`src/design/cfpd_pkg.sv`:
```
// shared constants, types and crc helper for the can packet deframer
`timescale 1ns / 1ps

package cfpd_pkg;

  localparam int unsigned BufferBytesDef = 256;
  localparam int unsigned MaxResults     = 42;
  localparam int unsigned QueueAw        = $clog2(MaxResults);
  localparam int unsigned HdrLen         = 4;
  localparam int unsigned CrcLen         = 2;

  localparam logic [15:0] CrcInit = 16'hFFFF;
  localparam logic [15:0] CrcPoly = 16'h1021;

  localparam logic [7:0]  Hdr1Reset  = 8'hAA;
  localparam logic [7:0]  Hdr2Reset  = 8'h55;
  localparam logic [10:0] CanIdReset = 11'd0;

  localparam int unsigned InDataW  = 104;
  localparam int unsigned InUserW  = 6;
  localparam int unsigned OutDataW = 152;
  localparam int unsigned CfgDataW = 11;

  typedef enum logic [1:0] {
    CFG_HDR_FIRST  = 2'd0,
    CFG_HDR_SECOND = 2'd1,
    CFG_CAN_ID     = 2'd2
  } cfg_idx_e;

  // one msb-first crc-16 byte update
  function automatic logic [15:0] crc_byte(input logic [15:0] crc_in, input logic [7:0] b);
    logic [15:0] c;
    c = crc_in ^ {b, 8'h00};
    for (int i = 0; i < 8; i++) begin
      if (c[15]) c = {c[14:0], 1'b0} ^ CrcPoly;
      else       c = {c[14:0], 1'b0};
    end
    return c;
  endfunction

  function automatic logic [31:0] sat_add(input logic [31:0] a, input logic [31:0] b);
    logic [32:0] s;
    s = {1'b0, a} + {1'b0, b};
    return s[32] ? 32'hFFFF_FFFF : s[31:0];
  endfunction

endpackage

```
`src/design/crc_framed_packet_deframer_unit.sv`:
```
// can frame to header/length/crc packet deframer, top level
`timescale 1ns / 1ps
// Usage
// s_axis takes one classic can frame per item: tuser holds the frame flags and
// tdata the identifier, up to eight payload bytes and their count. Frames that
// match the configured standard id are appended to a circular byte memory,
// which is then scanned for header pairs, length and a crc-16 trailer.
// m_axis gives, per input item, either one status item or one item per 8-byte
// chunk of every good packet found; tlast marks the final item of the frame.
// Each frame takes two passes over the byte memory (one byte read a cycle):
// a scan pass that records good packets in a small queue, then an emit pass
// that reads the chunk bytes back, so the counters seen on every item are the
// end-of-frame values. Steps per frame: accept, write the payload bytes,
// search for a header pair, read length and id, check the crc byte by byte,
// compare the trailer; a crc miss drops one byte and searches again. Emit:
// load each queued packet, fetch its payload bytes, then send each item.
// s_axis_tready is high only while idle.
// A stalled m_axis holds the emit pass at its output register; the last item
// may wait there while the next frame is taken. Reset empties the store,
// clears both counters and loads the header and id registers with defaults;
// the byte memory itself is not cleared.
module crc_framed_packet_deframer_unit #(
  parameter int unsigned BUFFER_BYTES = cfpd_pkg::BufferBytesDef
) (
  input  logic                          clk_i,
  input  logic                          rst_ni,
  input  logic                          cfg_we_i,
  input  logic [1:0]                    cfg_idx_i,
  input  logic [cfpd_pkg::CfgDataW-1:0] cfg_data_i,
  input  logic                          s_axis_tvalid,
  output logic                          s_axis_tready,
  // can_id[28:0], payload_bytes[92:29], payload_length[96:93], zero fill
  input  logic [cfpd_pkg::InDataW-1:0]  s_axis_tdata,
  // frame_valid, is_receive, is_standard_id, is_classic, is_error_frame, is_remote
  input  logic [cfpd_pkg::InUserW-1:0]  s_axis_tuser,
  output logic                          m_axis_tvalid,
  input  logic                          m_axis_tready,
  // has_packet, msg_id[8], packet_length[8], chunk_index[5], chunk_data[64],
  // last_chunk, crc_error_total[32], discarded_total[32], zero fill
  output logic [cfpd_pkg::OutDataW-1:0] m_axis_tdata,
  output logic                          m_axis_tlast
);

  localparam int unsigned PW = $clog2(BUFFER_BYTES);
  localparam int unsigned FW = $clog2(BUFFER_BYTES + 1);
  localparam int unsigned QW = cfpd_pkg::QueueAw;
  localparam int unsigned QEW = PW + 16;

  typedef enum logic [15:0] {
    ST_IDLE   = 16'h0001,
    ST_WR     = 16'h0002,
    ST_CHECK  = 16'h0004,
    ST_SRCH_A = 16'h0008,
    ST_SRCH_B = 16'h0010,
    ST_LEN    = 16'h0020,
    ST_ID     = 16'h0040,
    ST_CRC    = 16'h0080,
    ST_RXLO   = 16'h0100,
    ST_RXHI   = 16'h0200,
    ST_QRD    = 16'h0400,
    ST_QLD    = 16'h0800,
    ST_FETCH  = 16'h1000,
    ST_GET    = 16'h2000,
    ST_OUT    = 16'h4000,
    ST_STAT   = 16'h8000
  } state_e;

  function automatic logic [PW-1:0] wrap_f(input logic [FW:0] s);
    logic [FW:0] r;
    r = (s >= (FW+1)'(BUFFER_BYTES)) ? s - (FW+1)'(BUFFER_BYTES) : s;
    return r[PW-1:0];
  endfunction

  state_e state_q, state_d;
  logic [PW-1:0] head_q, head_d;
  logic [FW-1:0] fill_q, fill_d;
  logic [31:0]   crcerr_q, crcerr_d, disc_q, disc_d;
  logic [7:0]    hdr1_q, hdr2_q;
  logic [10:0]   cid_q;
  logic [63:0]   pl_q, pl_d;
  logic [3:0]    wlen_q, wlen_d, wj_q, wj_d;
  logic [FW-1:0] roff_q, roff_d;
  logic [7:0]    prev_q, prev_d, len_q, len_d, id_q, id_d, rxlo_q, rxlo_d;
  logic [15:0]   crc_q, crc_d;
  logic [QW-1:0] cnt_q, cnt_d, qcnt_q, qcnt_d, qi_q, qi_d;
  logic [PW-1:0] eb_q, eb_d;
  logic [7:0]    el_q, el_d, eid_q, eid_d, bi_q, bi_d;
  logic [4:0]    k_q, k_d;
  logic [63:0]   chunk_q, chunk_d;
  logic          mv_q, mv_d, ml_q, ml_d;
  logic [cfpd_pkg::OutDataW-1:0] md_q, md_d;

  // memories
  logic [7:0]     mem [BUFFER_BYTES];
  logic [7:0]     rd_q;
  logic           mem_we;
  logic [PW-1:0]  mem_wa, mem_ra;
  logic [FW-1:0]  off_d;
  logic [QEW-1:0] qmem [cfpd_pkg::MaxResults];
  logic [QEW-1:0] qrd_q, q_wd;
  logic           q_we;

  logic          drop_en;
  logic [FW-1:0] drop_n;
  logic          in_acc, frame_ok, out_free, lastc;
  logic [3:0]    in_len;
  logic [FW:0]   fill_sum;
  logic [8:0]    tot, crc_end;
  logic [5:0]    chunks;
  logic [6:0]    cnt_sum;

  assign s_axis_tready = (state_q == ST_IDLE);
  assign in_acc   = s_axis_tvalid && s_axis_tready;
  assign frame_ok = s_axis_tuser[0] && s_axis_tuser[1] && s_axis_tuser[2] &&
                    s_axis_tuser[3] && !s_axis_tuser[4] && !s_axis_tuser[5] &&
                    (s_axis_tdata[28:0] == {18'd0, cid_q});
  assign in_len   = (s_axis_tdata[96:93] > 4'd8) ? 4'd8 : s_axis_tdata[96:93];
  assign fill_sum = {1'b0, fill_q} + (FW+1)'(in_len);
  assign tot      = 9'd6 + {1'b0, len_q};
  assign crc_end  = 9'd4 + {1'b0, len_q};
  assign chunks   = (len_q == 8'd0) ? 6'd1 : 6'(({1'b0, len_q} + 9'd7) >> 3);
  assign cnt_sum  = {1'b0, cnt_q} + {1'b0, chunks};
  assign out_free = !mv_q || m_axis_tready;
  assign lastc    = (bi_q >= el_q);

  assign mem_wa = wrap_f({1'b0, FW'(head_q)} + {1'b0, fill_q});
  assign mem_ra = wrap_f({1'b0, FW'((state_q == ST_FETCH) ? eb_q : head_q)} + {1'b0, off_d});

  always_ff @(posedge clk_i) begin
    if (mem_we) mem[mem_wa] <= pl_q[7:0];
    rd_q <= mem[mem_ra];
    if (q_we) qmem[qcnt_q] <= q_wd;
    qrd_q <= qmem[qi_q];
  end

  always_comb begin
    state_d = state_q;  head_d = head_q;  fill_d = fill_q;
    crcerr_d = crcerr_q; disc_d = disc_q; pl_d = pl_q; wlen_d = wlen_q; wj_d = wj_q;
    roff_d = roff_q; prev_d = prev_q; len_d = len_q; id_d = id_q; rxlo_d = rxlo_q;
    crc_d = crc_q; cnt_d = cnt_q; qcnt_d = qcnt_q; qi_d = qi_q;
    eb_d = eb_q; el_d = el_q; eid_d = eid_q; bi_d = bi_q; k_d = k_q; chunk_d = chunk_q;
    mv_d = mv_q && !m_axis_tready; ml_d = ml_q; md_d = md_q;
    off_d = '0; mem_we = 1'b0; q_we = 1'b0;
    q_wd = {wrap_f({1'b0, FW'(head_q)} + (FW+1)'(cfpd_pkg::HdrLen)), len_q, id_q};
    drop_en = 1'b0; drop_n = '0;
    unique case (state_q)
      ST_IDLE: begin
        if (in_acc) begin
          cnt_d = '0; qcnt_d = '0; qi_d = '0;
          if (!frame_ok) begin
            state_d = ST_STAT;
          end else if (fill_sum > (FW+1)'(BUFFER_BYTES)) begin
            disc_d = cfpd_pkg::sat_add(disc_q, 32'(fill_sum));
            fill_d = '0;
            state_d = ST_STAT;
          end else if (in_len == 4'd0) begin
            state_d = ST_CHECK;
          end else begin
            pl_d = s_axis_tdata[92:29]; wlen_d = in_len; wj_d = '0;
            state_d = ST_WR;
          end
        end
      end
      ST_WR: begin
        mem_we = 1'b1;
        pl_d = {8'd0, pl_q[63:8]};
        fill_d = fill_q + FW'(1);
        wj_d = wj_q + 4'd1;
        if (wj_q + 4'd1 == wlen_q) state_d = ST_CHECK;
      end
      ST_CHECK: begin
        if (fill_q < FW'(cfpd_pkg::HdrLen)) begin
          state_d = (qcnt_q != '0) ? ST_QRD : ST_STAT;
        end else begin
          off_d = '0; roff_d = '0; state_d = ST_SRCH_A;
        end
      end
      ST_SRCH_A: begin
        prev_d = rd_q; off_d = FW'(1); roff_d = FW'(1); state_d = ST_SRCH_B;
      end
      ST_SRCH_B: begin
        if (prev_q == hdr1_q && rd_q == hdr2_q) begin
          if (roff_q != FW'(1)) begin
            // header found further in, drop what precedes it
            drop_en = 1'b1; drop_n = roff_q - FW'(1);
            disc_d = cfpd_pkg::sat_add(disc_q, 32'(roff_q - FW'(1)));
            state_d = ST_CHECK;
          end else begin
            off_d = FW'(3); state_d = ST_LEN;
          end
        end else if (roff_q + FW'(1) < fill_q) begin
          prev_d = rd_q; off_d = roff_q + FW'(1); roff_d = off_d; state_d = ST_SRCH_B;
        end else begin
          // no pair: keep only a trailing first header byte
          drop_en = 1'b1;
          drop_n = fill_q - FW'(rd_q == hdr1_q);
          disc_d = cfpd_pkg::sat_add(disc_q, 32'(drop_n));
          state_d = ST_CHECK;
        end
      end
      ST_LEN: begin
        len_d = rd_q; off_d = FW'(2); state_d = ST_ID;
      end
      ST_ID: begin
        id_d = rd_q;
        if (9'(fill_q) < tot) begin
          state_d = (qcnt_q != '0) ? ST_QRD : ST_STAT;
        end else begin
          crc_d = cfpd_pkg::CrcInit; off_d = '0; roff_d = '0; state_d = ST_CRC;
        end
      end
      ST_CRC: begin
        crc_d = cfpd_pkg::crc_byte(crc_q, rd_q);
        if ({1'b0, roff_q} + (FW+1)'(1) < (FW+1)'(crc_end)) begin
          off_d = roff_q + FW'(1); roff_d = off_d;
        end else begin
          off_d = FW'(crc_end); state_d = ST_RXLO;
        end
      end
      ST_RXLO: begin
        rxlo_d = rd_q; off_d = FW'(crc_end + 9'd1); state_d = ST_RXHI;
      end
      ST_RXHI: begin
        if (crc_q != {rd_q, rxlo_q}) begin
          crcerr_d = cfpd_pkg::sat_add(crcerr_q, 32'd1);
          disc_d = cfpd_pkg::sat_add(disc_q, 32'd1);
          drop_en = 1'b1; drop_n = FW'(1);
          state_d = ST_CHECK;
        end else if (cnt_sum > 7'(cfpd_pkg::MaxResults)) begin
          state_d = (qcnt_q != '0) ? ST_QRD : ST_STAT;
        end else begin
          q_we = 1'b1; qcnt_d = qcnt_q + QW'(1); cnt_d = QW'(cnt_sum);
          drop_en = 1'b1; drop_n = FW'(tot);
          state_d = ST_CHECK;
        end
      end
      ST_QRD: state_d = ST_QLD;
      ST_QLD: begin
        {eb_d, el_d, eid_d} = qrd_q;
        bi_d = '0; k_d = '0; chunk_d = '0;
        state_d = (qrd_q[15:8] == 8'd0) ? ST_OUT : ST_FETCH;
      end
      ST_FETCH: begin
        off_d = FW'(bi_q); state_d = ST_GET;
      end
      ST_GET: begin
        chunk_d[8*bi_q[2:0] +: 8] = rd_q;
        bi_d = bi_q + 8'd1;
        state_d = (bi_q + 8'd1 == el_q || bi_q[2:0] == 3'd7) ? ST_OUT : ST_FETCH;
      end
      ST_OUT: begin
        if (out_free) begin
          mv_d = 1'b1;
          ml_d = lastc && (qi_q + QW'(1) == qcnt_q);
          md_d = {1'b0, disc_q, crcerr_q, lastc, chunk_q, k_q, el_q, eid_q, 1'b1};
          k_d = k_q + 5'd1; chunk_d = '0;
          if (!lastc) state_d = ST_FETCH;
          else if (qi_q + QW'(1) == qcnt_q) state_d = ST_IDLE;
          else begin
            qi_d = qi_q + QW'(1); state_d = ST_QRD;
          end
        end
      end
      ST_STAT: begin
        if (out_free) begin
          mv_d = 1'b1; ml_d = 1'b1;
          md_d = {1'b0, disc_q, crcerr_q, 87'd0};
          state_d = ST_IDLE;
        end
      end
      default: state_d = ST_IDLE;
    endcase
    if (drop_en) begin
      head_d = wrap_f({1'b0, FW'(head_q)} + {1'b0, drop_n});
      fill_d = fill_q - drop_n;
    end
  end

  always_ff @(posedge clk_i or negedge rst_ni) begin
    if (!rst_ni) begin
      state_q <= ST_IDLE; head_q <= '0; fill_q <= '0;
      crcerr_q <= '0; disc_q <= '0; qcnt_q <= '0; qi_q <= '0; cnt_q <= '0;
      mv_q <= 1'b0;
      hdr1_q <= cfpd_pkg::Hdr1Reset; hdr2_q <= cfpd_pkg::Hdr2Reset;
      cid_q <= cfpd_pkg::CanIdReset;
    end else begin
      state_q <= state_d; head_q <= head_d; fill_q <= fill_d;
      crcerr_q <= crcerr_d; disc_q <= disc_d; qcnt_q <= qcnt_d; qi_q <= qi_d;
      cnt_q <= cnt_d; mv_q <= mv_d;
      if (cfg_we_i) begin
        unique case (cfg_idx_i)
          cfpd_pkg::CFG_HDR_FIRST:  hdr1_q <= cfg_data_i[7:0];
          cfpd_pkg::CFG_HDR_SECOND: hdr2_q <= cfg_data_i[7:0];
          cfpd_pkg::CFG_CAN_ID:     cid_q  <= cfg_data_i;
          default: ;
        endcase
      end
    end
  end

  always_ff @(posedge clk_i) begin
    pl_q <= pl_d; wlen_q <= wlen_d; wj_q <= wj_d; roff_q <= roff_d; prev_q <= prev_d;
    len_q <= len_d; id_q <= id_d; rxlo_q <= rxlo_d; crc_q <= crc_d;
    eb_q <= eb_d; el_q <= el_d; eid_q <= eid_d; bi_q <= bi_d; k_q <= k_d;
    chunk_q <= chunk_d; ml_q <= ml_d; md_q <= md_d;
  end

  assign m_axis_tvalid = mv_q;
  assign m_axis_tdata  = md_q;
  assign m_axis_tlast  = ml_q;

  a_fill_bound: assert property (@(posedge clk_i) disable iff (!rst_ni)
    fill_q <= FW'(BUFFER_BYTES)) else $error("store fill above capacity");
  a_queue_bound: assert property (@(posedge clk_i) disable iff (!rst_ni)
    qcnt_q <= QW'(cfpd_pkg::MaxResults)) else $error("packet queue overrun");
  a_one_item: assert property (@(posedge clk_i) disable iff (!rst_ni)
    in_acc |=> !s_axis_tready) else $error("second item taken while busy");
  a_last_chunk: assert property (@(posedge clk_i) disable iff (!rst_ni)
    (m_axis_tvalid && m_axis_tlast && m_axis_tdata[0]) |-> m_axis_tdata[86])
    else $error("frame ended inside a packet");

endmodule

```
`config.mk`:
```
export PLATFORM = sky130hd
export DESIGN_NAME = crc_framed_packet_deframer_unit
export DESIGN_NICKNAME = d
export VERILOG_FILES = /design/src/design/cfpd_pkg.sv /design/src/design/crc_framed_packet_deframer_unit.sv
export SDC_FILE = /design/constraint.sdc
export NUM_CORES = 2
export LEC_CHECK = 0
export ABC_CLOCK_PERIOD_IN_PS = 13300
export BUFFER_PORTS_ARGS = -buffer_cell sky130_fd_sc_hd__buf_2
export CORE_MARGIN = 2
export CORE_UTILIZATION = 42
export DETAILED_ROUTE_END_ITERATION = 8
export GPL_TIMING_DRIVEN = 0
export SLEW_MARGIN = 10
export SYNTH_ARGS = -nofsm -noshare
export SYNTH_HDL_FRONTEND = slang
export SYNTH_SLANG_ARGS = --single-unit
```
`constraint.sdc`:
```
create_clock -name clk_i -period 13.3 [get_ports clk_i]
set_input_delay 1.33 -clock clk_i [delete_from_list [all_inputs] [get_ports clk_i]]
set_output_delay 1.33 -clock clk_i [all_outputs]
set_load 0.1 [all_outputs]
```
==> impl_metrics.toml <==
[setup_path]
critPathCaptureType = "flip-flop"
criticalPathCategory = "reg2reg"
cp.required_ns = 14.01
reg2reg_depth = 19
worstPathArrival_ns = 11.31
crit_path_max_fanout = 10
crit_path_start_kind = "flip-flop"

[timing]
finalCritPeriodShare = 0.797
worst_pin_slew_ns = 1.41
rsz0062_at_grt = "false"
min_period_ns = 10.61
hold_viol = 0
relSlewSlack = 0.0553
fmax_ghz = 0.0943
setup_viol = 0
hold_ws_ns = 0.350
report.final.slew_viol_count = 0
clock_skew_ns = 0.100

[yosys]
synth_area_leaders = "edfxtp_1 70%, mux4_2 14%, dfrtp_1 2.3%, nor2_1 1.3%, ha_1 1.3%"
synth_cells = 7838
synth-async-reset-ratio = 0.0396
synth_fp_nets = 8124
ys_types = 92
synth_edf_count = 3438
synth_flop_cell = "edfxtp_1"
synth_warnings = 0
postSynthAreaPerCell_um2 = 18.9
synth_area_leader_cell = "edfxtp_1"
ys_seq_elements = 3613
yosysSeqAreaShare = 0.725
synth_top_area_frac = 0.696
netlist_area_mm2 = 0.148

[clock_tree]
htreeDepth = 5
cts_hold_buffers = 0
cts_sinks = 3613
cts_setup_buffers = 0
cts_inserted_buffers = 374
root_buffer = "clkbuf_16"
clk_path_buf_depth = 4
clk_latency_ns = 1.00
postCtsResizedCells = 0
clk_pin_slew_ns = 0.06
tritoncts = "built"

[power_and_ir_drop]
finalPower_mw = 25.1
p_per_area_mw_per_mm2 = 146
p_leak_nw = 54.6
vdd_ir_drop_max_v = 0.000136

[cells_and_area]
syn2layout_area_growth_pct = 16.3
final_cells = 13629
fillCellCount = 28624
drive_above_1_share = 0.245
layout.nets = 8974
final_common_cell = "edfxtp_1"
fin_util = 0.490
fin_area_mm2 = 0.172
final_cell_mix = "3438 x edfxtp_1, 928 x mux4_2, 496 x nor2_1"

[run]
maxCapViolCount = 0

[detailed_routing]
dr.pass1.iters = 6
first_iter_violations = 10355
wl_um = 412000
post_drt_wl_per_cell_um = 30.2
via_per_inst = 5.90
antenna_violating_nets_post_route = 0
dr_total_vias = 80386
drc = 0

[floorplanning]
die_y_um = 598
rows = 218
start_util = 0.421
die_area_mm2 = 0.358
dieWidth_um = 598
core_area_mm2 = 0.352
ios = 283

[place]
placed_cells = 12932
placed_cell_area_mm2 = 0.160
gp_congestion = 0.911
dp_hpwl_um = 290000
portBuffers = 274

[grt]
grt_pass1_vias = 79736
track_usage = 0.227
grt_pass1_wl_um = 583000
grt_antenna_before_repair = 22
grt_max_degree = 88
overflow = 0

[status]
status = "finished clean"

[hold_path]
hp-class = "in2async"
[synthesized netlist by cell type (8+ instances only)]
| master | count |
|---|---|
| edfxtp_1 | 3438 |
| mux4_2 | 928 |
| nor2_1 | 528 |
| nand2_1 | 333 |
| clkbuf_1 | 244 |
| a21oi_1 | 209 |
| o21ai_0 | 167 |
| ha_1 | 149 |
| xnor2_1 | 141 |
| xor2_1 | 137 |
| nand3_1 | 136 |
| dfrtp_1 | 134 |
| buf_1 | 127 |
| and2_1 | 99 |
| mux2i_1 | 99 |
| mux2_2 | 96 |
| inv_1 | 86 |
| a211oi_1 | 69 |
| nor2b_1 | 61 |
| nand4_1 | 47 |
| nor3_1 | 44 |
| buf_2 | 41 |
| a21o_1 | 38 |
| and3_1 | 36 |
| o211ai_1 | 34 |
| nor4_1 | 33 |
| dfxtp_1 | 32 |
| a31oi_1 | 30 |
| o21a_1 | 26 |
| o221ai_1 | 24 |
| or3_1 | 22 |
| nor3b_1 | 19 |
| nand2b_1 | 17 |
| o21bai_1 | 15 |
| a221oi_1 | 14 |
| or2_2 | 11 |
| or4_1 | 11 |
| a21boi_0 | 9 |
| dfstp_2 | 9 |
| fa_1 | 9 |
| and4_1 | 8 |
| nor2_2 | 8 |
[worst max-delay path: stages, from the launching register on]
cell	delay [ns]
dfxtp_1	0.61
clkbuf_1	0.68
xor2_1	0.14
nor4_1	0.40
nand4_1	0.65
nor2b_1	0.43
a21oi_1	0.47
o2111ai_1	0.33
ha_1	0.35
fa_1	0.74
clkbuf_1	0.64
clkbuf_1	0.74
clkbuf_1	0.80
clkbuf_1	1.00
mux4_2	0.44
mux4_2	0.55
mux2i_1	0.73
a21oi_1	0.17
a211oi_1	0.27
a21oi_1	0.20
[sequential cells by signal, indices dropped and copies added (netlist names), 9 cells and up]
signal / flops
disc_q: 32
qmem: 1008
qrd_q: 24
pl_q: 64
mem: 2048
state_q: 16
roff_q: 9
chunk_q: 64
fill_q: 9
cid_q: 11
m_axis_tdata: 151
crcerr_q: 32
crc_q: 16
[per-layer routing]
layer,vias to the layer above,share of wire,global-route usage
li1,33461,-,-
met1,42452,0.41,0.325
met2,3805,0.46,0.352
met3,658,0.089,0.0432
met4,10,0.034,0.0709
met5,-,0.00047,0.000668
[per-stage QoR]
stage	worst slack [ns]	TNS [ns]
2_1_floorplan	3.34	0
3_3_place_gp	-0.836	-123.19
3_5_place_dp	2.86	0
4_1_cts	2.79	0
5_1_grt	2.44	0
6_report	2.69	0
[final timing paths]
check,start,endpoint,slack [ns]
hold / removal,rst_ni,disc_q[20]$_DFFE_PN0P_,0.35
min in group clk_i,qrd_q[5]$_DFF_P_,eid_q[5]$_DFFE_PP_,0.40
max in group asynchronous,rst_ni,head_q[1]$_DFFE_PN0P_,12.01
setup reg to reg,rd_q[1]$_DFF_P_,rd_q[4]$_DFF_P_,2.69
setup / recovery,rd_q[1]$_DFF_P_,rd_q[4]$_DFF_P_,2.69
hold reg to reg,qrd_q[5]$_DFF_P_,eid_q[5]$_DFFE_PP_,0.40
[power breakdown]
part | leakage [nW] | internal [mW] | switching, mW
logic | 15.4 | 0.509 | 1.54
registers | 33.3 | 12.5 | 0.155
clock network | 5.90 | 6.01 | 4.45
total | 54.6 | 19.0 | 6.14
[area by class of cell]
| class | count | area [um2] | area share |
|---|---|---|---|
| diodes | 10 | 25.0 | 0.000145 |
| well taps | 4620 | 5780 | 0.0335 |
| multi-input cells | 3719 | 39300 | 0.228 |
| inverters | 90 | 338 | 0.00196 |
| repair buffers | 474 | 5740 | 0.0333 |
| clock buffers | 455 | 9840 | 0.0571 |
| clock inverters | 232 | 2370 | 0.0137 |
| flip-flops and latches | 3613 | 107000 | 0.623 |
| plain buffers | 416 | 1650 | 0.00956 |
[cell families after synthesis]
group / Yosys count / synth area share
xor+xnor: 280 / 0.0166
fa+ha+maj: 158 / 0.0138
buf+inv: 506 / 0.0133
mux: 1123 / 0.155
simple gates: 1442 / 0.0457
other cells: 1 / 0.0000253
compound gates: 715 / 0.0307
flops: 3613 / 0.725
Power figures use the tool's default switching activity.
